--- src/hdl/tbp_ram.sv ---
`timescale 1ns / 1ps
module tbp_ram #(
  parameter int WIDTH     = 3,
  parameter int ADDR_BITS = 10
) (
  input  logic                 clk,
  input  logic                 we,
  input  logic [ADDR_BITS-1:0] waddr,
  input  logic [WIDTH-1:0]     wdata,
  input  logic                 re,
  input  logic [ADDR_BITS-1:0] raddr,
  output logic [WIDTH-1:0]     rdata
);

  logic [WIDTH-1:0] mem [1 << ADDR_BITS];
  logic [WIDTH-1:0] rdata_r;

  always_ff @(posedge clk) begin
    if (we) mem[waddr] <= wdata;
    if (re) rdata_r <= mem[raddr];
  end

  assign rdata = rdata_r;

endmodule

--- config.mk ---
export PLATFORM = sky130hd
export DESIGN_NAME = tbp_ram
export DESIGN_NICKNAME = d
export VERILOG_FILES = /design/src/hdl/tbp_ram.sv
export SDC_FILE = /design/constraint.sdc
export NUM_CORES = 2
export LEC_CHECK = 0
export BUFFER_PORTS_ARGS = -buffer_cell sky130_fd_sc_hd__buf_4
export CAP_MARGIN = 30
export CORE_MARGIN = 3
export CORE_UTILIZATION = 55
export DETAILED_ROUTE_END_ITERATION = 10
export PLACE_DENSITY_LB_ADDON = 0.15
export SLEW_MARGIN = 20
export SYNTH_ARGS = -nofsm -noshare
export SYNTH_HDL_FRONTEND = slang
export SYNTH_SLANG_ARGS = --single-unit
--- constraint.sdc ---
create_clock -name clk -period 6.21 [get_ports clk]
set_input_delay 0.621 -clock clk [delete_from_list [all_inputs] [get_ports clk]]
set_output_delay 0.621 -clock clk [all_outputs]
set_load 0.01 [all_outputs]
==> run metrics <==
Crit path largest cell delay 0.59 ns; Buf/Inv on CP 3; I/O pin total 29; unrepaired setup endpoints after global routing no; via count 65.1k; vias per inst 6.63; register area share after synthesis 0.746; Critical Path AT ~4.7 ns; hold path cells 1; number of fill cells ~16k; RePlAce Congestion roughly 0.85; HPWL after DPL about 200000 µm; Final Max Slew Viols 0; critical path endpoint category register; Mapped Nets about 6.6k; outcome finished clean; area occupied by multi-input gates 28600 µm²; die area 231000 µm²; critical path class in -> reg; initial core utilization 0.555; gr ovfl total 0; post-synth cell types 78; synthesized area per cell between 15 and 20 µm²; worst-path cell chain buf_8 -> buf_12 -> buf_4 -> mux4_2 -> a22o_1 -> a221oi_1 -> o22ai_1 -> nor3_1 -> or3_1 -> o31a_1 -> o2111ai_1; P_leak 42.1 nW; Slew HR 0.157; height of the chip between 400 and 500 µm; antenna violations before repair 18; WP depth 11; H-tree depth 5; total track usage 0.297; Worst-Margin Slew 1.26 ns; # resized after CTS 0; clk slew on worst S/H paths 0.06 ns; # setup viols final 0; die width 480 µm; HP Class in -> reg; Crit Path Max Fanout 91; number of CTS-inserted buffers 322; CTS Hold Bufs 0; Synth Cell Area roughly 120000 µm²; Max Cap Viol 0; final net count about 6.6k; Worst-Skew Late Latency 0.93 ns; Reg2Reg Depth 8; Top delay family on crit path buffers and inverters; first-pass GRT wire length 486000 µm; final WL 340000 µm; area of the core 223000 µm²; Root Driver clkbuf_16; ANT nets after route 0; Synth Instances between 6k and 7k; Ys Warns 0; Async SR Flop Fraction 0; largest net degree at the start of global routing 227; vias in the first global route 65.7k; minimum clock period about 4.1 ns; TritonCTS clock tree yes; Seq. cell area 92300 µm²; Peak supply drop around 220 µV; share of cells above drive strength 1 0.202; Row Count 173; commonest non-fill, non-tap cell in the layout edfxtp_1; PortBufs 28; Initial DRC Count 9300; Main synth FF type edfxtp_1; Synth Register Bits 3075; Pwr Density 317 nW/µm²; crit share post-route 0.654; EDFF count, synth 3075; Startpoint Class input port; slowest CP cell nor3_1; Final Skew a little under 0.03 ns; most frequent cells in the layout edfxtp_1, nor2_1, mux4_2; Post-CTS Setup Bufs 0; hold_ws approximately 0.064 ns; wire per inst 34.6 µm; clk sink count 3075; Worst EP required between 6 and 7 ns; final hold vios 0; TritonRoute pass-1 iters 6; setup tns final 0 ns; Synth-to-Final Area Change 10.7%; DRC viols 0; Max Root-Sink Buffers 4; fmax 0.246 GHz
-- per-layer routing --
layer | GRT usage | routed length [µm]
met4 | 0.0995 | 13100
met3 | 0.0631 | 33800
met1 | 0.418 | 131000
met2 | 0.468 | 162000
met5 | 0 | 45
-- layout make-up --
type,count,share of cell area
well taps,2975,0.0272
diodes,4,0.0000731
multi-input cells,2971,0.209
flip-flops and latches,3075,0.674
clock inverters,160,0.00982
repair buffers,236,0.0174
clock buffers,394,0.0620
inverters,5,0.000192
-- power breakdown --
part           total, W  switching [W]  internal, W
Clock            0.0183        0.00775       0.0106
Sequential       0.0229     0.00000880       0.0229
Combinational   0.00215        0.00143     0.000712
-- worst paths after layout --
path / startpoint / end / slack [ns]
setup / recovery: raddr[1] / rdata[1] / 2.15
hold / removal: re / rdata[2] / 0.06
setup reg to reg: mem[139][1] / rdata[1] / 2.66
hold reg to reg: mem[36][2] / rdata[2] / 1.30
-- stage by stage --
| step | power, W | area [µm²] | instances | worst slack, ns | util |
|---|---|---|---|---|---|
| after detailed placement | 0.0254 | 127000 | 9260 | 1.17 | 0.570 |
| final | 0.0434 | 137000 | 9820 | 2.15 | 0.614 |
| after floorplan | 0.0245 | 124000 | 6544 | 3.11 | - |
| after CTS | 0.0435 | 137000 | 9814 | 2.16 | 0.614 |
| after global placement | 0.0254 | 127000 | 9248 | 0.952 | 0.569 |
| after global routing | 0.0445 | 137000 | 9819 | 2.12 | 0.614 |
-- cell usage after synthesis, types with 7 or more instances --
library cell | count | share of area
mux2i_1 | 322 | 0.026
nand3_1 | 48 | 0.0019
a2111oi_0 | 11 | 0.00078
nand4_1 | 13 | 0.00066
buf_12 | 25 | 0.0040
a221oi_1 | 17 | 0.0012
o221ai_1 | 99 | 0.0070
and3_1 | 10 | 0.00051
nor3_1 | 54 | 0.0022
o22ai_1 | 84 | 0.0042
nor4_1 | 17 | 0.00086
and2_1 | 13 | 0.00066
a21oi_1 | 79 | 0.0032
nand2b_1 | 8 | 0.00040
nor3b_1 | 13 | 0.00079
a22o_1 | 21 | 0.0015
buf_6 | 48 | 0.0044
nor2b_1 | 19 | 0.00096
mux4_2 | 635 | 0.12
a211oi_1 | 29 | 0.0018
o31ai_1 | 7 | 0.00042
nor2_1 | 1080 | 0.033
o21ai_0 | 53 | 0.0021
buf_4 | 28 | 0.0017
buf_1 | 50 | 0.0015
a22oi_1 | 61 | 0.0037
nand2_1 | 124 | 0.0038
edfxtp_1 | 3075 | 0.75
buf_8 | 32 | 0.0039
mux2_2 | 14 | 0.0013
mux4_1 | 27 | 0.0057
clkbuf_1 | 243 | 0.0074
or3_1 | 9 | 0.00046
buf_2 | 59 | 0.0024
o21ai_1 | 7 | 0.00028
-- flip-flops by register name, indices dropped and copies added (netlist names) --
signal and count:
mem 3072, rdata 3
-- cell families (layout without fill, tap and decap cells) --
kind of cell,count (synthesis),after routing,synth area share
flip-flops,3075,3075,0.746
AND/OR/NAND/NOR,1443,1443,0.0484
multiplexers,1002,1002,0.149
AO/OA/AOI/OAI,526,526,0.0304
buffers and inverters,498,795,0.0259
other,0,4,0
(Power assumes the default switching activity.)
