### src/hdl/tbp_pkg.sv
`timescale 1ns / 1ps
package tbp_pkg;

  localparam int HIST_W      = 14;
  localparam int HIST_LEN_W  = 4;
  localparam int WORD_W      = 30;
  localparam int PC_W        = 32;
  localparam int CNT_W       = 32;
  localparam int CTR_W       = 3;
  localparam int CHO_W       = 2;
  localparam int IN_DATA_W   = 40;
  localparam int OUT_DATA_W  = 72;
  localparam int Q_DEPTH     = 3;
  localparam int Q_PTR_W     = 2;
  localparam int Q_CNT_W     = 2;

  localparam logic [HIST_LEN_W-1:0] HIST_LEN_RESET = 4'd8;
  localparam logic [HIST_LEN_W-1:0] HIST_LEN_MAX   = 4'd14;
  localparam logic [CTR_W-1:0]      CTR_RESET      = 3'd4;
  localparam logic [CTR_W-1:0]      CTR_TOP        = 3'd7;
  localparam logic [CHO_W-1:0]      CHO_RESET      = 2'd1;
  localparam logic [CHO_W-1:0]      CHO_TOP        = 2'd3;

  typedef struct packed {
    logic             predicted_taken;
    logic             mispredicted;
    logic             chose_gshare;
    logic [CNT_W-1:0] prediction_total;
    logic [CNT_W-1:0] misprediction_total;
  } tbp_result_t;

  function automatic logic [CTR_W-1:0] train3(logic [CTR_W-1:0] c, logic up);
    logic [CTR_W-1:0] r;
    r = c;
    if (up) begin
      if (c != CTR_TOP) r = c + CTR_W'(1);
    end else begin
      if (c != '0) r = c - CTR_W'(1);
    end
    return r;
  endfunction

  function automatic logic [HIST_W-1:0] hist_mask(logic [HIST_LEN_W-1:0] len);
    logic [HIST_W:0] one_hot;
    one_hot = (HIST_W+1)'(1) << len;
    return HIST_W'(one_hot - (HIST_W+1)'(1));
  endfunction

endpackage

### src/hdl/tbp_outq.sv
`timescale 1ns / 1ps
module tbp_outq import tbp_pkg::*; (
  input  logic               clk,
  input  logic               rst_n,
  input  logic               push,
  input  tbp_result_t        push_data,
  output logic               out_valid,
  input  logic               out_ready,
  output tbp_result_t        out_data,
  output logic [Q_CNT_W-1:0] count
);

  tbp_result_t        entries_r [Q_DEPTH];
  logic [Q_PTR_W-1:0] wr_ptr_r, rd_ptr_r;
  logic [Q_CNT_W-1:0] count_r, count_nxt;
  logic               pop;

  function automatic logic [Q_PTR_W-1:0] ptr_inc(logic [Q_PTR_W-1:0] p);
    return (p == Q_PTR_W'(Q_DEPTH - 1)) ? '0 : p + Q_PTR_W'(1);
  endfunction

  assign pop = out_valid & out_ready;

  always_comb begin
    count_nxt = count_r;
    if (push && !pop) count_nxt = count_r + Q_CNT_W'(1);
    else if (!push && pop) count_nxt = count_r - Q_CNT_W'(1);
  end

  always_ff @(posedge clk) begin
    if (!rst_n) begin
      wr_ptr_r <= '0;
      rd_ptr_r <= '0;
      count_r  <= '0;
    end else begin
      if (push) wr_ptr_r <= ptr_inc(wr_ptr_r);
      if (pop) rd_ptr_r <= ptr_inc(rd_ptr_r);
      count_r <= count_nxt;
    end
  end

  always_ff @(posedge clk) begin
    if (push) entries_r[wr_ptr_r] <= push_data;
  end

  assign out_valid = (count_r != '0);
  assign out_data  = entries_r[rd_ptr_r];
  assign count     = count_r;

endmodule
### config.mk
export PLATFORM = sky130hd
export DESIGN_NAME = tbp_outq
export DESIGN_NICKNAME = d
export VERILOG_FILES = /design/src/hdl/tbp_pkg.sv /design/src/hdl/tbp_outq.sv
export SDC_FILE = /design/constraint.sdc
export NUM_CORES = 1
export LEC_CHECK = 0
export BUFFER_PORTS_ARGS = -buffer_cell sky130_fd_sc_hd__buf_2
export CAP_MARGIN = 20
export CORE_UTILIZATION = 59
export DETAILED_ROUTE_END_ITERATION = 12
export PLACE_DENSITY = 0.89
export SYNTH_ARGS = -nofsm -noshare
export SYNTH_HDL_FRONTEND = slang
export SYNTH_SLANG_ARGS = --single-unit
### constraint.sdc
create_clock -name clk -period 13 [get_ports clk]
set_input_delay 3.25 -clock clk [delete_from_list [all_inputs] [get_ports clk]]
set_output_delay 3.25 -clock clk [all_outputs]
set_load 0.05 [all_outputs]
==> flow_summary.yaml <==
run_status:
  outcome: "finished, final reports clean"
grt:
  grt_use_total_pct: 19.76
  antenna_found_initial: 0
  grt_pass1_wl_um: 20130
  grt_pass1_vias: 4244
  grt_start_max_net_pins: 77
  grt_overflow: 0
yosys:
  async_reset_ff_share_pct: 0
  synth.top_cells.by_count: "edfxtp_1, nand2_1, mux2i_1, o21ai_1, clkbuf_1"
  seq_area_frac_synth_pct: 79.77
  synth_top_area_cell: "edfxtp_1"
  ys_ff_latch: 209
  ys_warn_count: 0
  syn_avg_cell_area_um2: 17.00
  syn_nets: 529
  synth_top_area_share_pct: 77.71
  synthSimpleGateAreaFrac_pct: 4.220
  synth.most_common_cell: "edfxtp_1"
  synth_fa_ha_area_share_pct: 0.1611
  yosys-top-cells-area: "edfxtp_1, mux2i_1, o21ai_1"
  synthMuxAreaShare_pct: 8.634
  dominantRegCellSynth: "edfxtp_1"
  postSynthCellCount: 457
  synth_xor_area_share_pct: 0.2255
  synth_edf_count: 201
  synth.distinct_cells: 24
  synth_top_family_by_area: "multiplexers"
  syn_area_um2: 7767
  synth_compound_area_share_pct: 4.977
drt:
  firstDrtPassIters: 4
  detailroute.via_count: 4280
  route.detailed.drc: 0
  antenna_left: 0
  wl_per_cell_um: 17.39
  wl_um: 13690
  drt-vias-per-instance: 5.438
  drt-initial-drc-count: 258
finish:
  syn2layout_area_growth_pct: 18.93
  diodes: 0
  drive_gt1_share_pct: 29.11
  fin_nets: 673
worst_setup_path:
  crit_buf_inv: 2
  r2r_cells: 3
  crit_chain: "buf_4 > nand2_1 > o21ai_1 > buf_2"
  crit_path_top_delay_cell: "dfxtp_4"
  timing.rr.end: "entries_r[1][52]"
  reg2reg_from: "wr_ptr_r[0]"
  slowest_delay_ps: 720
  crit_required_ps: 9750
  crit_fanout: 76
  end_kind: "primary output"
  worstSetupStartpointType: "flip-flop"
  critPathTopFamily: "buffers and inverters"
  critPathArrivalTime_ps: 2530
  r2r_slack_ps: 11200
  worstSetupPathType: "reg -> out"
floorplanning:
  start_util_pct: 61.05
  die-area_um2: 13630
  rows: 41
  io_pins: 141
  die_x_um: 116.7
  fp.coreArea_um2: 12720
  chipHeight_um: 116.7
hold_path:
  min_from: "rd_ptr_r[0]"
  hold_depth: 2
  hp-class: "reg -> reg"
sta:
  clock.fmax_ghz: 0.1731
  setup-violations-final: 0
  tightest_slew_ps: 971.1
  fin_crit_sh_pct: 44.44
  skew_ps: 6.934
  rsz0062_at_grt: "false"
  setup_tns_ps: 0
  hold_viol: 0
  final_max_slew_viol_count: 0
  slew_headroom_pct: 35.26
  post-route-min-period_ps: 5777
clocking:
  cts_root_buffer: "clkbuf_16"
  path_clk_slew_ps: 60
  numCtsBuffers: 20
  htree_levels: 1
  hold_buffers: 0
  cts_max_path_buffers: 3
  cts_setup_buffers: 0
  clock_latency_ps: 460
  cts_resized: 0
  cts_tree: "done"
  cts_sinks: 209
power:
  vdd_ir_drop_max_v: 0.0001563
  leakage_nw: 3.189
  power.total_mw: 1.826
  powerDensity_nw_per_um2: 197.7
place:
  port_buffers: 140
  dp_hpwl_um: 8194
  place_congestion: 0.7300
job:
  maxCapViolations: 0
## worst max path at each step
stage	from	endpoint	slack [ps]	cells past startpoint
after global routing	flip-flop	out_data[51]	7060	4
after CTS	flip-flop	out_data[51]	7240	4
final	flip-flop	out_data[51]	7220	4
after floorplan	push	entries_r[0][0]	4270	1
after detailed placement	flip-flop	out_data[43]	7760	4
after global placement	flip-flop	out_data[34]	7850	3
## report_power, final
part	switching, mW	internal, mW
Sequential	0.0332	0.777
Clock	0.215	0.317
Combinational	0.358	0.127
## cells by family (layout without fill, tap and decap cells)
group                    Yosys count  count (layout)
flip-flops                       209             209
adder cells (fa/ha/maj)            1               1
XOR/XNOR                           2               2
AND/OR/NAND/NOR                   81              81
AO/OA/AOI/OAI                     74              74
buffers and inverters             23             181
multiplexers                      67              67
## state kept, by name, summed over array words and instances, names as in the netlist, named ones only
register and flops:
count 2, rd_ptr_r 2, wr_ptr_r 2, entries_r 201
## cell usage in the layout (no fill, tap or decap), types with 4 or more instances in the layout
| cell type | n |
|---|---|
| o21ai_1 | 67 |
| mux2i_1 | 67 |
| clkbuf_16 | 21 |
| nand2_1 | 71 |
| edfxtp_1 | 201 |
| clkbuf_8 | 4 |
| buf_4 | 4 |
| clkinv_1 | 4 |
| clkbuf_1 | 4 |
| buf_2 | 140 |
| dfxtp_1 | 6 |
## stage by stage
step / cell area, µm² / util (%) / cells / hold slack, ps / worst slack, ps
2_1_floorplan: 7767 / - / 457 / 450.5 / 4265
3_3_place_gp: 8584 / 67.48 / 750 / 451.1 / 7848
3_5_place_dp: 8612 / 67.69 / 751 / 494.6 / 7759
4_1_cts: 9238 / 72.61 / 787 / 505.1 / 7236
5_1_grt: 9238 / 72.61 / 787 / 523.3 / 7061
6_report: 9238 / 72.61 / 787 / 507.4 / 7223
## metal layers
layer	wire length [µm]	track usage (%)	vias up	part of all wire, %
li1	-	-	2014	-
met1	5326	23.22	2077	39
met2	7075	36.13	162	52
met3	1034	4.567	27	7.6
met4	248	5.992	0	1.8
met5	0	0	-	0
## worst register-to-register path: stages (launching register included)
cell	delay, ps
dfxtp_1	420
nand2_1	130
nor2_4	90
buf_4	750
## area by class of cell
type	instances	area [µm²]
Clock inverter	7	30.03
Tap cell	172	215.2
Fill cell	805	3485
Multi-Input combinational cell	225	1435
Sequential cell	209	6203
Clock buffer	29	595.6
Timing Repair Buffer	145	758.2
Power figures use the tool's default switching activity.
